[config.mk]
export PLATFORM = sky130hd
export DESIGN_NAME = rlvb_mul
export DESIGN_NICKNAME = d
export VERILOG_FILES = /design/src/sv/rlvb_pkg.sv /design/src/sv/rlvb_mul.sv
export SDC_FILE = /design/constraint.sdc
export NUM_CORES = 2
export LEC_CHECK = 0
export BUFFER_PORTS_ARGS = -buffer_cell sky130_fd_sc_hd__clkbuf_2
export CORE_ASPECT_RATIO = 0.75
export CORE_MARGIN = 4
export CORE_UTILIZATION = 25
export CTS_BUF_LIST = sky130_fd_sc_hd__clkbuf_4 sky130_fd_sc_hd__clkbuf_8 sky130_fd_sc_hd__clkbuf_16
export CTS_CLUSTER_SIZE = 24
export DETAILED_ROUTE_END_ITERATION = 7
export PLACE_DENSITY = 0.5
export SKIP_LAST_GASP = 1
export SYNTH_ARGS = -nofsm -noshare
export SYNTH_HDL_FRONTEND = slang
export SYNTH_SLANG_ARGS = --single-unit
export TNS_END_PERCENT = 50
[constraint.sdc]
create_clock -name clk -period 17.05 [get_ports clk]
set_input_delay 0 -clock clk [delete_from_list [all_inputs] [get_ports clk]]
set_output_delay 0 -clock clk [all_outputs]
set_load 0.05 [all_outputs]
[src/sv/rlvb_pkg.sv]
// ----------------------------------------------------------------------------
// rlvb_pkg: shared constants and helpers of the RNG LES viscosity bisection
// Fixed-point format, register indexes, saturating product and midpoint.
// ----------------------------------------------------------------------------
package rlvb_pkg;

  // fixed-point format: unsigned Q(64-FRAC_BITS).FRAC_BITS
  localparam int FRAC_BITS = 44;
  localparam int WORD_W    = 64;
  localparam int MAX_STEPS = 64;
  localparam int STEP_W    = 7;
  // highest bit the floor cube root of u * 2^(2*FRAC_BITS) can set
  localparam int CBRT_TOP  = (WORD_W + 2 * FRAC_BITS) / 3;
  localparam int BIT_W     = 6;

  // configuration register widths
  localparam int THR_W   = 20;
  localparam int SCALE_W = 27;
  localparam int TOL_W   = 41;
  localparam int CFG_W   = 41;
  localparam int IDX_W   = 2;

  // configuration register indexes
  localparam logic [IDX_W-1:0] REG_THRESHOLD = 2'd0;
  localparam logic [IDX_W-1:0] REG_SCALE     = 2'd1;
  localparam logic [IDX_W-1:0] REG_TOLERANCE = 2'd2;

  localparam logic [WORD_W-1:0] ALL_ONES = '1;

  // sign of f: pos / neg flags, zero when neither is set
  typedef struct packed {
    logic pos;
    logic neg;
  } sign_t;

  // product of two fixed-point values, shifted down and saturated
  function automatic logic [WORD_W-1:0] fx_sat(input logic [2*WORD_W-1:0] p);
    logic [WORD_W-1:0] r;
    if (p[2*WORD_W-1:WORD_W+FRAC_BITS] != '0) begin
      r = ALL_ONES;
    end else begin
      r = p[WORD_W+FRAC_BITS-1:FRAC_BITS];
    end
    return r;
  endfunction

  // floor((a+b)/2) without overflow
  function automatic logic [WORD_W-1:0] midpoint(input logic [WORD_W-1:0] a,
                                                  input logic [WORD_W-1:0] b);
    return (a >> 1) + (b >> 1) + {{(WORD_W-1){1'b0}}, a[0] & b[0]};
  endfunction

  function automatic logic opposite(input sign_t a, input sign_t b);
    return (a.pos & b.neg) | (a.neg & b.pos);
  endfunction

endpackage

[src/sv/rlvb_mul.sv]
// ----------------------------------------------------------------------------
// rlvb_mul: shared multi-word multiplier
// 128 x 64 bit product built from eight 32 x 32 partial products, one a cycle.
// ----------------------------------------------------------------------------
module rlvb_mul (
  input  logic                          clk,
  input  logic                          rst,
  input  logic                          go,
  input  logic [2*rlvb_pkg::WORD_W-1:0] op_a,
  input  logic [rlvb_pkg::WORD_W-1:0]   op_b,
  output logic                          done,
  output logic [3*rlvb_pkg::WORD_W-1:0] prod
);

  logic [2*rlvb_pkg::WORD_W-1:0] a_r;
  logic [rlvb_pkg::WORD_W-1:0]   b_r;
  logic [3*rlvb_pkg::WORD_W-1:0] acc;
  logic [2:0]                    cnt;
  logic                          run;
  logic [31:0]                   limb_a;
  logic [31:0]                   limb_b;
  logic [63:0]                   pp;
  logic [2:0]                    sh;

  // current partial product and its weight
  assign limb_a = a_r[cnt[2:1]*32 +: 32];
  assign limb_b = b_r[cnt[0]*32 +: 32];
  assign pp     = limb_a * limb_b;
  assign sh     = {1'b0, cnt[2:1]} + {2'b0, cnt[0]};
  assign prod   = acc;

  // control
  always_ff @(posedge clk) begin
    if (rst) begin
      run  <= 1'b0;
      done <= 1'b0;
      cnt  <= '0;
    end else begin
      done <= 1'b0;
      if (go) begin
        run <= 1'b1;
        cnt <= '0;
      end else if (run) begin
        cnt <= cnt + 3'd1;
        if (cnt == 3'd7) begin
          run  <= 1'b0;
          done <= 1'b1;
        end
      end
    end
  end

  // operands and accumulator
  always_ff @(posedge clk) begin
    if (go) begin
      a_r <= op_a;
      b_r <= op_b;
      acc <= '0;
    end else if (run) begin
      acc <= acc + ({128'b0, pp} << {sh, 5'b0});
    end
  end

endmodule

==> impl_results.md <==
- Worst Setup Path Type: flop to flop
- CP max stage delay: slightly below 1000 ps
- Util after Layout: between 20 and 30%
- Max cap viols: 0
- Final hold vios: 0
- Final Max Tran Viols: 0
- CTS resizes: 0
- Final global-route overflow total: 0
- DRC viols: 0
- Worst r2r src: cnt[0]
- Post-Route WL: about 280000 um
- Post-Syn Instances: just over 7000
- Post-synth top area cell: fa_1
- Slew headroom: 7.07%
- Seq/Total Area, Yosys: between 15 and 20%
- Placeable core area: 244000 um2
- TritonCTS clock tree: done
- Worst Tran Pin Value: around 1400 ps
- RSZ-0062 raised after global routing: no
- Fill count: roughly 26000
- Port bufs: between 300 and 400
- Syn_area_per_cell: 8.49 um2
- Status: completed
- Flop and latch count out of synthesis: 389
- Initial Util: between 20% and 30%
- Vias/cell: a little over 5
- Global Route Usage Sum: about 22%
- TNS Setup: 0 ps
- Final worst-path cycle share: 93.6%
- Total CTS buffers: 51
- DRT antenna net count: 0
- Synth Flop Type: dfxtp_1
- Crit-path slowest cell: a311oi_1
- Yosys top cell area share: 29.3%
- Hold crit path type: input port to flop
- H-tree level count: 2
- Clock Tree Root: clkbuf_16
- Row cnt: ~160
- Ys Warns: 0
- Clock-pin slew on the worst setup and hold paths: 70 ps
- Deepest clock path buffer count: 3
- Vias post-DR: 56052
- Fraction of layout cells with a size suffix above 1: about a tenth
- Final Skew: 55.3 ps
- CP endpoint kind: flop
- GPL Wtd Cong: a little under 1
- Setup crit start: cnt[0]
- Cell area after synthesis: about 60000 um2
- Layout area overhead: 16.7%
- # clock sinks: 389
- Hpwl dp: around 230000 um
- WP data arrival: 16550 ps
- DR iter-0 viols: roughly 5700
- Top post-synthesis cells by area: fa_1, edfxtp_1, ha_1
- I/O pin cnt: 388
- Async S/R FF share, synth: 0%
- Startpoint Class: flop
- Die area: 253000 um2
- Wire per inst: 25.6 um
- Die W: a little under 600 um
- Netlist cell types: 96
- Peak fanout along the critical path: 32
- Syn nets: roughly 8800
- Commonest non-fill, non-tap cells in the layout: nor2_1, inv_1, fa_1
- Vias in the first global route: ~56000
- DIE HEIGHT: 437 um
- First-pass GRT wire length: between 400000 and 500000 um
- Final setup vio count: 0
- Clock Latency Late Sink: roughly 710 ps
- First drt pass iteration count: 5
- Initial antenna violation count: 20
- Critical Path RT: 17650 ps
- Most common cell after layout, fill and taps aside: nor2_1
- Hold path start: op_a[27]
- Final net count: a little over 9000
- Max frequency: ~0.063 GHz
- Fin crit period: between 15000 and 20000 ps
- Buffer count from post-CTS setup fixing: 0
- EDFF count, synth: 192
- Most used cell, CP: fa_1
- Largest net degree at the start of global routing: 83
==> cell type report <==
| class | instances | area [um2] | share of cell area, % |
|---|---|---|---|
| diodes | 2 | 5.00 | 0.00700 |
| multi-input cells | 5507 | 46800 | 65.4 |
| repair buffers | 795 | 5710 | 7.99 |
| clock buffers | 62 | 1400 | 1.96 |
| well taps | 3259 | 4080 | 5.71 |
| flip-flops and latches | 389 | 9720 | 13.6 |
| clock inverters | 33 | 347 | 0.485 |
| inverters | 913 | 3430 | 4.80 |
==> worst max-delay path, delay by kind of cell, from the launching register on <==
family,cells,cell delay [ps]
buf+inv,4,730
fa+ha+maj,10,5180
xor+xnor,2,640
mux,2,1390
simple gates,7,1860
flops,1,710
compound gates,16,5340
==> synthesized netlist by cell type, types with 160 or more instances <==
library cell / number
o21ai_0: 311
a21oi_1: 408
dfxtp_1: 197
edfxtp_1: 192
ha_1: 456
fa_1: 897
inv_1: 912
nand2_1: 858
clkbuf_1: 356
nor2_1: 1010
mux2i_1: 161
a21o_1: 160
==> what timing repair did <==
action,CTS,global route
endpoints found under the hold margin,241,0
hold buffers,279,0
setup endpoints to repair,0,0
==> sequential cells by signal, summed over array words and instances (netlist names) <==
name and count:
done 1, b_r 64, prod 192, cnt 3, run 1, a_r 128
==> metrics by stage <==
stage | cells | setup slack, ps | instance area [um2] | hold WS (ps)
finish | 10960 | 1090 | 71500 | 54.5
global route | 10958 | 498 | 71400 | 19.7
CTS | 10958 | 1410 | 71400 | 0.169
detailed placement | 10584 | 1550 | 66900 | 179
global placement | 10583 | 1500 | 66900 | 178
floorplan | 7210 | 4590 | 61200 | 72.4
==> kinds of logic after synthesis <==
| group | after synthesis | share of synthesized area [%] |
|---|---|---|
| and+or+nand+nor | 2330 | 16.1 |
| adders and majority gates | 1353 | 38.6 |
| AOI/OAI and AO/OA | 1347 | 13.8 |
| buffers and inverters | 1314 | 8.23 |
| DFF | 389 | 15.9 |
| xor gates and xnor gates | 247 | 3.53 |
| muxes | 230 | 3.92 |
==> per-layer routing <==
metal  global-route usage (%)  vias up  part of all wire (%)
met2                     31.6     2573                    42
met3                     5.56      425                   9.8
li1                         -    24586                     -
met5                    0.171        -                 0.062
met4                     8.17       18                   4.4
met1                     30.7    28450                    44
==> worst paths after layout <==
check / cells past startpoint / slack, ps / end
min: 2 / 50 / a_r[27]
max: 41 / 1090 / prod[185]
max reg2reg: 41 / 1090 / prod[185]
min reg2reg: 2 / 470 / prod[190]
Power is left out: the tool's default activity adds up to more than one toggle a clock period on the data nets, which glitch-free logic cannot reach.
