**src/sv/rlvb_pkg.sv**
```systemverilog
// ----------------------------------------------------------------------------
// rlvb_pkg: shared constants and helpers of the RNG LES viscosity bisection
// Fixed-point format, register indexes, saturating product and midpoint.
// ----------------------------------------------------------------------------
package rlvb_pkg;

  // fixed-point format: unsigned Q(64-FRAC_BITS).FRAC_BITS
  localparam int FRAC_BITS = 44;
  localparam int WORD_W    = 64;
  localparam int MAX_STEPS = 64;
  localparam int STEP_W    = 7;
  // highest bit the floor cube root of u * 2^(2*FRAC_BITS) can set
  localparam int CBRT_TOP  = (WORD_W + 2 * FRAC_BITS) / 3;
  localparam int BIT_W     = 6;

  // configuration register widths
  localparam int THR_W   = 20;
  localparam int SCALE_W = 27;
  localparam int TOL_W   = 41;
  localparam int CFG_W   = 41;
  localparam int IDX_W   = 2;

  // configuration register indexes
  localparam logic [IDX_W-1:0] REG_THRESHOLD = 2'd0;
  localparam logic [IDX_W-1:0] REG_SCALE     = 2'd1;
  localparam logic [IDX_W-1:0] REG_TOLERANCE = 2'd2;

  localparam logic [WORD_W-1:0] ALL_ONES = '1;

  // sign of f: pos / neg flags, zero when neither is set
  typedef struct packed {
    logic pos;
    logic neg;
  } sign_t;

  // product of two fixed-point values, shifted down and saturated
  function automatic logic [WORD_W-1:0] fx_sat(input logic [2*WORD_W-1:0] p);
    logic [WORD_W-1:0] r;
    if (p[2*WORD_W-1:WORD_W+FRAC_BITS] != '0) begin
      r = ALL_ONES;
    end else begin
      r = p[WORD_W+FRAC_BITS-1:FRAC_BITS];
    end
    return r;
  endfunction

  // floor((a+b)/2) without overflow
  function automatic logic [WORD_W-1:0] midpoint(input logic [WORD_W-1:0] a,
                                                  input logic [WORD_W-1:0] b);
    return (a >> 1) + (b >> 1) + {{(WORD_W-1){1'b0}}, a[0] & b[0]};
  endfunction

  function automatic logic opposite(input sign_t a, input sign_t b);
    return (a.pos & b.neg) | (a.neg & b.pos);
  endfunction

endpackage

```
**src/sv/rlvb_div.sv**
```systemverilog
// ----------------------------------------------------------------------------
// rlvb_div: fixed-point restoring divider
// Quotient (num << FRAC_BITS) / den, one bit a cycle, saturating to all ones.
// ----------------------------------------------------------------------------
module rlvb_div (
  input  logic                        clk,
  input  logic                        rst,
  input  logic                        go,
  input  logic [rlvb_pkg::WORD_W-1:0] num,
  input  logic [rlvb_pkg::WORD_W-1:0] den,
  output logic                        done,
  output logic [rlvb_pkg::WORD_W-1:0] quo
);

  logic [rlvb_pkg::WORD_W-1:0] nh;
  logic [rlvb_pkg::WORD_W-1:0] nl;
  logic [rlvb_pkg::WORD_W-1:0] d_r;
  logic [rlvb_pkg::WORD_W-1:0] nh_init;
  logic [rlvb_pkg::WORD_W-1:0] nh2;
  logic [5:0]                  cnt;
  logic                        run;
  logic                        ge;

  assign nh_init = num >> (rlvb_pkg::WORD_W - rlvb_pkg::FRAC_BITS);
  assign nh2     = {nh[rlvb_pkg::WORD_W-2:0], nl[rlvb_pkg::WORD_W-1]};
  assign ge      = nh[rlvb_pkg::WORD_W-1] | (nh2 >= d_r);

  // control
  always_ff @(posedge clk) begin
    if (rst) begin
      run  <= 1'b0;
      done <= 1'b0;
      cnt  <= '0;
    end else begin
      done <= 1'b0;
      if (go) begin
        cnt <= '0;
        if (den == '0 || nh_init >= den) begin
          done <= 1'b1;
        end else begin
          run <= 1'b1;
        end
      end else if (run) begin
        cnt <= cnt + 6'd1;
        if (cnt == 6'd63) begin
          run  <= 1'b0;
          done <= 1'b1;
        end
      end
    end
  end

  // remainder and quotient
  always_ff @(posedge clk) begin
    if (go) begin
      nh  <= nh_init;
      nl  <= num << rlvb_pkg::FRAC_BITS;
      d_r <= den;
      quo <= (den == '0 || nh_init >= den) ? rlvb_pkg::ALL_ONES : '0;
    end else if (run) begin
      nh  <= ge ? nh2 - d_r : nh2;
      nl  <= nl << 1;
      quo <= {quo[rlvb_pkg::WORD_W-2:0], ge};
    end
  end

endmodule

```
**config.mk**
```make
export PLATFORM = sky130hd
export DESIGN_NAME = rlvb_div
export DESIGN_NICKNAME = d
export VERILOG_FILES = /design/src/sv/rlvb_pkg.sv /design/src/sv/rlvb_div.sv
export SDC_FILE = /design/constraint.sdc
export NUM_CORES = 1
export LEC_CHECK = 0
export ABC_AREA = 1
export BUFFER_PORTS_ARGS = -buffer_cell sky130_fd_sc_hd__buf_4
export CORE_MARGIN = 1.5
export CORE_UTILIZATION = 51
export DETAILED_ROUTE_END_ITERATION = 12
export PLACE_DENSITY = 0.71
export SYNTH_ARGS = -nofsm -noshare
export SYNTH_HDL_FRONTEND = slang
export SYNTH_SLANG_ARGS = --single-unit
```
**constraint.sdc**
```tcl
create_clock -name clk -period 8.9 [get_ports clk]
set_input_delay 0.89 -clock clk [delete_from_list [all_inputs] [get_ports clk]]
set_output_delay 0.89 -clock clk [all_outputs]
set_load 0.01 [all_outputs]
```
==> out/qor.log, run 1 <==
[placement] count of buffers inserted at the top-level ports 195
[logic_synthesis] Syn Inst Count 2501
[logic_synthesis] Post-Synth Simple-Gate Area 37.3%
[power] largest vdd supply drop 146 µV
[clocking] TritonCTS Buffers 25
[final_layout] end-of-flow core utilization 59.9%
[logic_synthesis] proportion of synthesized area in mux cells 0%
[die] starting density of the core 51.8%
[logic_synthesis] Post-Syn Nets 2742
[final_layout] Fillers 3210
[min_path] Hold Crit Depth 2
[setup_path] logic depth of the worst register-to-register path 19
[global_routing] maximum number of pins on one net before global-route repair 81
[final_layout] share of layout cells above drive strength 1 10.8%
[clocking] CTS tree built
[logic_synthesis] Post-synth top cells nand2_1, inv_1, edfxtp_1, nor2_1, nand3_1
[die] Core Footprint 32500 µm²
[clocking] clock root buffer clkbuf_16
[logic_synthesis] part of the Yosys area used for sequential elements 37.5%
[logic_synthesis] adder-cell area share of the yosys netlist 8.21%
[logic_synthesis] number of flip-flops and latches in the synthesized netlist 220
[run] number of maximum-capacitance constraint violations 0
[sta] final cycle utilization of the critical path 42.0%
[die] placement row count 66
[setup_path] critical path startpoint category flip-flop
[clocking] H-Tree Depth 1
[logic_synthesis] xor/xnor cell area share of the yosys netlist 1.61%
[logic_synthesis] top-area cell type share of the netlist area 34.2%
[global_routing] first-pass GRT wire length 80.8 mm
[sta] skew final 0.0269 ns
[sta] maximum clock frequency 0.268 GHz
[logic_synthesis] number of flops mapped to enable cells by yosys 192
[sta] worst-case headroom to the max-slew limit 24.0%
[sta] Max Transition Viols Final 0
[logic_synthesis] most area-hungry cell type in the Yosys netlist edfxtp_1
[route] final routed DRC violation total 0
[placement] placed wire-length estimate after detailed placement 40.3 mm
[setup_path] arrival time reported for the critical path endpoint 4.04 ns
[die] Die Span Y 185 µm
[logic_synthesis] average instance area after synthesis 6.74 µm²
[min_path] Hold Crit Class reg2reg
[route] Routed wire per std cell 16.2 µm
[sta] unrepaired setup endpoints after global routing no
[sta] final sum of negative setup slack 0 ns
[global_routing] overflow left after global routing 0
[power] total power per unit cell area 162 nW/µm²
[logic_synthesis] Async SR Flop Fraction 0%
[logic_synthesis] dominant cells by area after synthesis edfxtp_1, nand2_1, inv_1, ha_1, nand3_1
[logic_synthesis] main combinational cell family by area after synthesis simple AND/OR/NAND/NOR gates
[logic_synthesis] area fraction in compound gates after synthesis 2.85%
[route] per-cell via count in the routed design 4.99
[logic_synthesis] most frequently used cell type in the post-synthesis netlist nand2_1
[global_routing] Overall Global Routing Usage 30.3%
[route] DRC violation total after the first TritonRoute iteration 1113
[placement] Post-Place Cell Area 18700 µm²
[final_layout] area added between synthesis and finish 15.6%
[status] outcome completed
[sta] final critical path time including I/O delays and setup 3.74 ns
[clocking] cells resized by post-CTS repair 0
[clocking] buffer count from post-CTS setup fixing 0
[logic_synthesis] unique cell type count in the Yosys netlist 41
[global_routing] vias in the first global route 15300
[setup_path] nature of the critical path endpoint flip-flop
[placement] Final GP Congestion 0.998
[sta] Final Hold Violating Endpoints 0
[die] Die ar. 34200 µm²
[route] Pre-antenna DRT Iters 5
[die] horizontal extent of the die 185 µm
[route] remaining antenna violation count after routing 0
[route] via count 15700
[global_routing] antenna violations before repair 0
[clocking] insertion delay of the later-clocked pin in the worst-skew pair 0.57 ns
[final_layout] diodes inserted 0
[sta] total setup violations reported at the end of the flow 0
[power] leakage dissipation 0.0110 µW
[clocking] clock slew seen by the registers of the worst setup and hold paths 0.06 ns
[logic_synthesis] most frequently used flop master after synthesis edfxtp_1
[setup_path] Worst Setup Path Type reg2reg
[final_layout] post-route standard cell area excluding fillers 19500 µm²
[clocking] Post-CTS Hold Buffers 0
[clocking] worst-case clock buffer depth 3
[setup_path] required time at the endpoint of the critical path 9.20 ns
[setup_path] highest net fanout along the worst path 65
[route] routed wire length 51.0 mm
[clocking] Sink Count 220
[final_layout] final layout net count 2919
[die] num ports 196
[logic_synthesis] Synth Cell Area 16900 µm²
[logic_synthesis] warnings from Yosys 0
[sta] Tightest Pin Transition 1.14 ns
[path summary, 6_finish.rpt]
kind / startpoint / endpoint / slack [ns]
worst min register to register: nh[63]$_SDFFE_PP0P_ / nh[63]$_SDFFE_PP0P_ / 0.47
worst max register to register: nl[63]$_DFFE_PP_ / nh[43]$_DFFE_PP_ / 5.16
worst min-delay path: nh[63]$_SDFFE_PP0P_ / nh[63]$_SDFFE_PP0P_ / 0.47
worst max-delay path: nl[63]$_DFFE_PP_ / nh[43]$_DFFE_PP_ / 5.16
[where the power goes]
group          switching (µW)  internal (µW)  total [µW]
combinational             537            299         836
sequential               38.9           1220        1260
clock                     434            634        1070
[worst max-delay path: stages, from the launching register on]
cell and delay (ns):
edfxtp_1 0.35, inv_1 0.08, ha_1 0.14, inv_1 0.07, fa_1 0.44, nand2_1 0.12, nand2_1 0.10, nand3_1 0.11
nand2_2 0.12, nand2_1 0.09, nand2_2 0.08, nand2_2 0.09, nand3_2 0.09, nand2_4 0.61, nand2_2 0.06, buf_4 0.39
nand2_2 0.27, nand2_1 0.08, nand2_1 0.07, nand2_1 0.04
[logic make-up after synthesis]
family / Yosys count
xor gates and xnor gates: 31
DFF: 220
and+or+nand+nor: 1511
buffers and inverters: 540
adders and majority gates: 110
AOI/OAI and AO/OA: 89
[metal layers]
| metal | vias up | global-route usage (%) | part of all wire, % |
|---|---|---|---|
| li1 | 8046 | - | - |
| met1 | 7138 | 41.4 | 46 |
| met2 | 395 | 50.2 | 45 |
| met3 | 78 | 4.50 | 5.6 |
| met4 | 0 | 7.51 | 2.6 |
| met5 | - | 0 | 0 |
[through the flow]
stage | cells | setup WS [ns] | hold slack [ns] | total power (µW)
floorplan | 2501 | 4.93 | 0.427 | 1810
global placement | 3093 | 5.15 | 0.443 | 2090
detailed placement | 3093 | 5.02 | 0.460 | 2100
CTS | 3139 | 5.20 | 0.472 | 3170
global route | 3139 | 4.80 | 0.490 | 3320
finish | 3139 | 5.16 | 0.469 | 3160
[layout make-up]
type                       count  area, µm²  area share (%)
multi-input combinational   1741       8430            43.2
clock inverter                10        141           0.725
tap                          442        553            2.84
clock buffer                  36        697            3.57
sequential                   220       6330            32.4
timing repair buffer         202       1520            7.78
inverter                     488       1840            9.41
[state kept, by name (all words and copies together), names as in the netlist]
register and count:
d_r 64, done 1, quo 64, run 1, nl 20, nh 64, cnt 6
[cell usage in the layout (no fill, tap or decap), types with 4 or more instances in the layout]
cell / n
nor4_1: 6
nor2_1: 132
xnor2_1: 29
nor2_4: 6
clkbuf_1: 8
nand4_1: 17
inv_2: 11
nor3_1: 29
nand3b_1: 48
ha_1: 109
inv_1: 473
and2_1: 5
clkinv_2: 4
clkinv_1: 4
edfxtp_1: 192
nand3_1: 124
dfxtp_1: 28
nand3_2: 7
buf_4: 202
nand2_1: 1106
nand2_2: 12
clkbuf_16: 25
o21ai_0: 11
nor2_2: 12
o21bai_1: 4
a21oi_1: 63
Note: power is estimated with default switching activity, not from simulation.
==> run 2: changes to the inputs <==
clock period = 3.9 ns   (was 8.9 ns; I/O delays follow)
==> run 2 against run 1 <==
Die area unchanged. Clock skew down 0.016 ns. Non-clock buffer count rose by 15. Sequential cell count stayed put. First-iteration DRC count is 9.2% higher. Core utilization up 0.44 points.
==> out/qor.log, run 2 (same netlist as run 1, synthesis figures left out) <==
[final_layout] commonest non-fill, non-tap cell in the layout nand2_1
[global_routing] antenna violations before repair 1
[setup_path] nature of the critical path endpoint flip-flop
[setup_path] startpoint of the most critical register-to-register path nl[63]$_DFFE_PP_
[setup_path] arrival time reported for the critical path endpoint 3.44 ns
[final_layout] area added between synthesis and finish 16.5%
[run] number of maximum-capacitance constraint violations 0
[die] Die ar. 34200 µm²
[sta] worst-case headroom to the max-slew limit 15.1%
[status] outcome completed
[placement] Final GP Congestion 0.968
[placement] DP Cell Count 3099
[clocking] CTS tree built
[sta] Hold WS 0.0162 ns
[sta] final cycle utilization of the critical path 80.4%
[route] DRC violation total after the first TritonRoute iteration 1215
[die] Core Footprint 32500 µm²
[clocking] clock slew seen by the registers of the worst setup and hold paths 0.06 ns
[final_layout] final layout net count 2934
[clocking] H-Tree Depth 1
[setup_path] number of gates on the worst path with buffers counted 17
[setup_path] top cell family by delay on the critical path simple AND/OR/NAND/NOR gates
[final_layout] diodes inserted 0
[setup_path] highest net fanout along the worst path 33
[clocking] TritonCTS Buffers 25
[sta] Max Transition Viols Final 0
[setup_path] endpoint of the most critical setup path nh[9]$_DFFE_PP_
[die] horizontal extent of the die 185 µm
[clocking] insertion delay of the later-clocked pin in the worst-skew pair 0.56 ns
[setup_path] capture instance of the worst register-to-register path nh[9]$_DFFE_PP_
[global_routing] first-pass GRT wire length 80.5 mm
[clocking] worst-case clock buffer depth 3
[route] per-cell via count in the routed design 5.03
[placement] setup slack at placement 0.744 ns
[route] Pre-antenna DRT Iters 6
[die] starting density of the core 51.8%
[sta] final worst slack 0.764 ns
[sta] final critical path time including I/O delays and setup 3.14 ns
[clocking] buffer count from post-CTS setup fixing 0
[final_layout] share of layout cells above drive strength 1 11.1%
[sta] Final Hold Violating Endpoints 0
[setup_path] slowest cell delay on critical path 0.47 ns
[min_path] Hold Crit Class in2reg
[final_layout] largest registers ranked by flip-flop count d_r x64, nh x64, quo x64
[global_routing] maximum number of pins on one net before global-route repair 82
[global_routing] overflow left after global routing 0
[sta] Tightest Pin Transition 1.27 ns
[power] leakage dissipation 0.0110 µW
[clocking] Sink Count 220
[route] via count 15900
[route] final routed DRC violation total 0
[die] num ports 196
[sta] unrepaired setup endpoints after global routing no
[power] total power per unit cell area 370 nW/µm²
[sta] final sum of negative setup slack 0 ns
[setup_path] Worst Setup Path Type reg2reg
[placement] count of buffers inserted at the top-level ports 195
[setup_path] setup slack on the worst flop-to-flop path 0.76 ns
[sta] total setup violations reported at the end of the flow 0
[final_layout] Fillers 3185
[route] remaining antenna violation count after routing 0
[setup_path] Crit path buffers/inverters 3
[global_routing] Overall Global Routing Usage 30.3%
[final_layout] most frequent cells in the layout nand2_1, inv_1, buf_4, edfxtp_1, nor2_1
[power] Tot Pwr 7270 µW
[power] largest vdd supply drop 373 µV
[global_routing] vias in the first global route 15300
[setup_path] required time at the endpoint of the critical path 4.21 ns
[setup_path] most numerous cell on the critical path nand2_1
[die] placement row count 66
[sta] maximum clock frequency 0.319 GHz
[sta] skew final 0.0114 ns
[setup_path] cells traversed along the worst timing path inv_1 -> ha_1 -> inv_1 -> fa_1 -> nand2_1 -> nand2_1 -> nand3_1 -> nand2_2 -> nand2_1 -> nand2_2 -> nand2_2 -> nand3_2 -> nand2_4 -> buf_4 -> nand3b_1 -> nand3_1 -> nand2_1
[final_layout] non-filler cells, final 3153
[setup_path] master of the slowest instance on the critical path buf_4
[setup_path] first element of the critical path nl[63]$_DFFE_PP_
[clocking] clock root buffer clkbuf_16
[setup_path] logic depth of the worst register-to-register path 17
[die] Die Span Y 185 µm
[route] routed wire length 51.7 mm
[setup_path] critical path startpoint category flip-flop
[placement] placed wire-length estimate after detailed placement 40.9 mm
[route] Routed wire per std cell 16.4 µm
## run 2: cell types whose count changed in the layout (fill, tap and decap cells not counted)
cell	before	now
buf_12	0	1
buf_4	202	207
clkbuf_1	8	3
clkinv_2	4	9
dlygate4sd3_1	0	9
inv_6	1	0
nor2_1	132	133
nor2_2	12	11
## run 2: final cells by class
cell class                      instances  area [µm²]  share of cell area (%)
Multi-Input combinational cell       1741        8430                    42.9
Timing Repair Buffer                  217        1660                    8.47
Sequential cell                       220        6330                    32.2
Clock inverter                         14         158                   0.803
Clock buffer                           31         678                    3.45
Tap cell                              442         553                    2.82
Inverter                              488        1840                    9.35
## run 2: worst register-to-register path: stages, from the launching register on
cell and delay (ns):
edfxtp_1 0.36, inv_1 0.08, ha_1 0.14, inv_1 0.06
fa_1 0.43, nand2_1 0.11, nand2_1 0.09, nand3_1 0.10
nand2_2 0.10, nand2_1 0.09, nand2_2 0.08, nand2_2 0.08
nand3_2 0.08, nand2_4 0.28, buf_4 0.47, nand3b_1 0.15
nand3_1 0.12, nand2_1 0.05
## run 2: per-stage QoR
step / instance area, µm² / util, %
floorplan: 16900 / -
global placement: 18700 / 57.5
detailed placement: 18700 / 57.5
CTS: 19600 / 60.4
global route: 19600 / 60.4
finish: 19600 / 60.4
## run 2: report_power, final
group          total (µW)  switching, µW  leakage (µW)  internal [µW]
Sequential           2870           85.4       0.00219           2780
Clock                2450           1010      0.000420           1430
Combinational        1950           1260       0.00843            691
## run 2: routing by layer
metal / vias to the layer above / track usage [%] / share of wire, %
met2: 450 / 49.8 / 44
li1: 8066 / - / -
met4: 0 / 8.91 / 3.1
met1: 7293 / 41.6 / 46
met5: - / 0 / 0
met3: 61 / 4.13 / 6.1
## run 2: how the worst min path moves through the flow
stage	from	endpoint	slack, ns	depth (start not counted)
global placement	nh[63]$_SDFFE_PP0P_	nh[63]$_SDFFE_PP0P_	0.45	2
detailed placement	nh[63]$_SDFFE_PP0P_	nh[63]$_SDFFE_PP0P_	0.45	2
CTS	den[50]	d_r[50]$_DFFE_PP_	0.0002	1
global route	den[43]	d_r[43]$_DFFE_PP_	0.009	1
floorplan	nh[63]$_SDFFE_PP0P_	nh[63]$_SDFFE_PP0P_	0.43	2
finish	den[14]	d_r[14]$_DFFE_PP_	0.02	1
## run 2: what timing repair did
item | in CTS | in global routing
resized for setup | 0 | 0
hold buffers | 9 | 0
hold endpoints to repair | 9 | 0
setup endpoints to repair | 0 | 0
==> run 3: changes to the inputs <==
clock period = 3.16 ns   (was 3.9 ns; I/O delays follow)
==> run 3 against run 2 <==
Clock-buffer cell count is 1 higher. Clock skew shrank 0.00052 ns. Clock power increased by 20%. Sequential cell count unchanged. Critical endpoint is now nh[13]$_DFFE_PP_.
==> out/qor.log, run 3 (same netlist as run 1, synthesis figures left out) <==
[status] outcome completed
[global_routing] Overall Global Routing Usage 31.7%
[clocking] TritonCTS Buffers 26
[route] routed wire length 53.4 mm
[final_layout] Fillers 3068
[placement] setup slack at placement 0.317 ns
[clocking] H-Tree Depth 1
[setup_path] startpoint of the most critical register-to-register path nl[63]$_DFFE_PP_
[placement] Post-Place Cell Area 18900 µm²
[clocking] cells resized by post-CTS repair 0
[route] final routed DRC violation total 0
[setup_path] Worst Setup Path Type reg2reg
[final_layout] post-route standard cell area excluding fillers 20400 µm²
[min_path] Hold Crit Depth 3
[sta] unrepaired setup endpoints after global routing no
[min_path] start point of the worst min-delay path num[14]
[placement] Final GP Congestion 1.00
[die] Die Span Y 185 µm
[sta] maximum clock frequency 0.347 GHz
[die] num ports 196
[die] placement row count 66
[die] horizontal extent of the die 185 µm
[placement] DP Cell Count 3111
[final_layout] diodes inserted 0
[clocking] clock root buffer clkbuf_16
[sta] Max Transition Viols Final 0
[final_layout] non-filler cells, final 3226
[power] largest vdd supply drop 480 µV
[global_routing] first-pass GRT wire length 83.4 mm
[die] Die ar. 34200 µm²
[final_layout] area added between synthesis and finish 20.9%
[sta] skew final 0.0108 ns
[final_layout] commonest non-fill, non-tap cell in the layout nand2_1
[route] Pre-antenna DRT Iters 5
[setup_path] logic depth of the worst register-to-register path 17
[sta] final worst slack 0.281 ns
[setup_path] setup slack on the worst flop-to-flop path 0.28 ns
[setup_path] highest net fanout along the worst path 33
[final_layout] most frequent cells in the layout nand2_1, inv_1, buf_4, edfxtp_1, nor2_1
[route] Routed wire per std cell 16.6 µm
[setup_path] capture instance of the worst register-to-register path nh[13]$_DFFE_PP_
[min_path] worst hold endpoint nl[58]$_DFFE_PP_
[setup_path] required time at the endpoint of the critical path 3.48 ns
[global_routing] antenna violations before repair 1
[route] remaining antenna violation count after routing 0
[final_layout] sequential cell area 6330 µm²
[setup_path] critical path startpoint category flip-flop
[final_layout] largest registers ranked by flip-flop count d_r x64, nh x64, quo x64
[final_layout] final layout net count 3005
[sta] worst-case headroom to the max-slew limit 26.1%
[final_layout] area occupied by multi-input gates 8430 µm²
[clocking] clock slew seen by the registers of the worst setup and hold paths 0.06 ns
[sta] final sum of negative setup slack 0 ns
[global_routing] vias in the first global route 15600
[global_routing] overflow left after global routing 0
[run] number of maximum-capacitance constraint violations 0
[route] via count 16100
[sta] Tightest Pin Transition 1.11 ns
[clocking] CTS tree built
[power] leakage dissipation 0.0114 µW
[clocking] insertion delay of the later-clocked pin in the worst-skew pair 0.57 ns
[die] starting density of the core 51.8%
[final_layout] share of layout cells above drive strength 1 11.3%
[min_path] Hold Crit Class in2reg
[sta] Final Hold Violating Endpoints 0
[setup_path] nature of the critical path endpoint flip-flop
[setup_path] arrival time reported for the critical path endpoint 3.20 ns
[placement] placed wire-length estimate after detailed placement 42.0 mm
[placement] count of buffers inserted at the top-level ports 195
[sta] final critical path time including I/O delays and setup 2.88 ns
[clocking] Sink Count 220
[clocking] worst-case clock buffer depth 3
[sta] total setup violations reported at the end of the flow 0
[die] Core Footprint 32500 µm²
[route] per-cell via count in the routed design 5.00
[power] total power per unit cell area 440 nW/µm²
[global_routing] maximum number of pins on one net before global-route repair 84
[route] DRC violation total after the first TritonRoute iteration 1182
[sta] final cycle utilization of the critical path 91.1%
## run 3: cell count changes in the layout (fill, tap and decap cells not counted), sizes merged
cell	delta
bufinv	-3
dlygate4sd3	+58
clkinvlp	+1
inv	-2
clkbuf	+1
clkinv	+6
buf	+12
## run 3: layer usage
metal	GRT usage [%]	vias to the layer above	routed length (µm)
met1	43.7	7381	24600
met3	4.60	62	3230
li1	-	8216	-
met2	52.4	474	24400
met5	0	-	0
met4	7.64	0	1230
## run 3: report_power, final
part	switching (µW)	total (µW)	internal [µW]	leakage [µW]
logic	1580	2490	907	0.00875
clock network	1290	2930	1640	0.000419
registers	109	3550	3440	0.00219
total	2980	8970	5990	0.0114
## run 3: per-stage QoR
step | util, % | hold slack [ns] | total power [µW]
6_report | 62.7 | 0.0192 | 8970
3_5_place_dp | 58.0 | 0.460 | 5980
3_3_place_gp | 58.0 | 0.450 | 5950
5_1_grt | 62.7 | 0.0115 | 9400
4_1_cts | 62.7 | 0.00210 | 8980
2_1_floorplan | - | 0.385 | 5100
## run 3: final cells by class
type | instances | area share (%)
multi-input combinational | 1741 | 41.3
sequential | 220 | 31.0
timing repair buffer | 287 | 11.8
inverter | 488 | 9.01
clock buffer | 32 | 3.56
tap | 442 | 2.71
clock inverter | 16 | 0.534
## run 3: how the worst max path moves through the flow
stage	endpoint	cells after the start	from
CTS	nh[13]$_DFFE_PP_	17	nl[63]$_DFFE_PP_
global route	nh[10]$_DFFE_PP_	17	nl[63]$_DFFE_PP_
floorplan	nh[0]$_DFFE_PP_	3	run$_SDFFE_PP0P_
detailed placement	nh[13]$_DFFE_PP_	17	nl[63]$_DFFE_PP_
global placement	nh[15]$_DFFE_PP_	17	nl[63]$_DFFE_PP_
finish	nh[13]$_DFFE_PP_	17	nl[63]$_DFFE_PP_
## run 3: timing repair
item | 4_1_cts | 5_1_grt
hold buffers | 67 | 0
endpoints found under the hold margin | 67 | 0
buffers inserted | 0 | 0
## run 3: critical path: stages, from the launching register on
cell	delay, ns
edfxtp_1	0.36
inv_1	0.08
ha_1	0.15
inv_1	0.07
fa_1	0.43
nand2_1	0.11
nand2_1	0.09
nand3_1	0.10
nand2_2	0.10
nand2_1	0.09
nand2_2	0.08
nand2_2	0.08
nand3_2	0.09
nand2_4	0.09
buf_4	0.40
nand3b_1	0.14
nand3_1	0.12
nand2_1	0.05
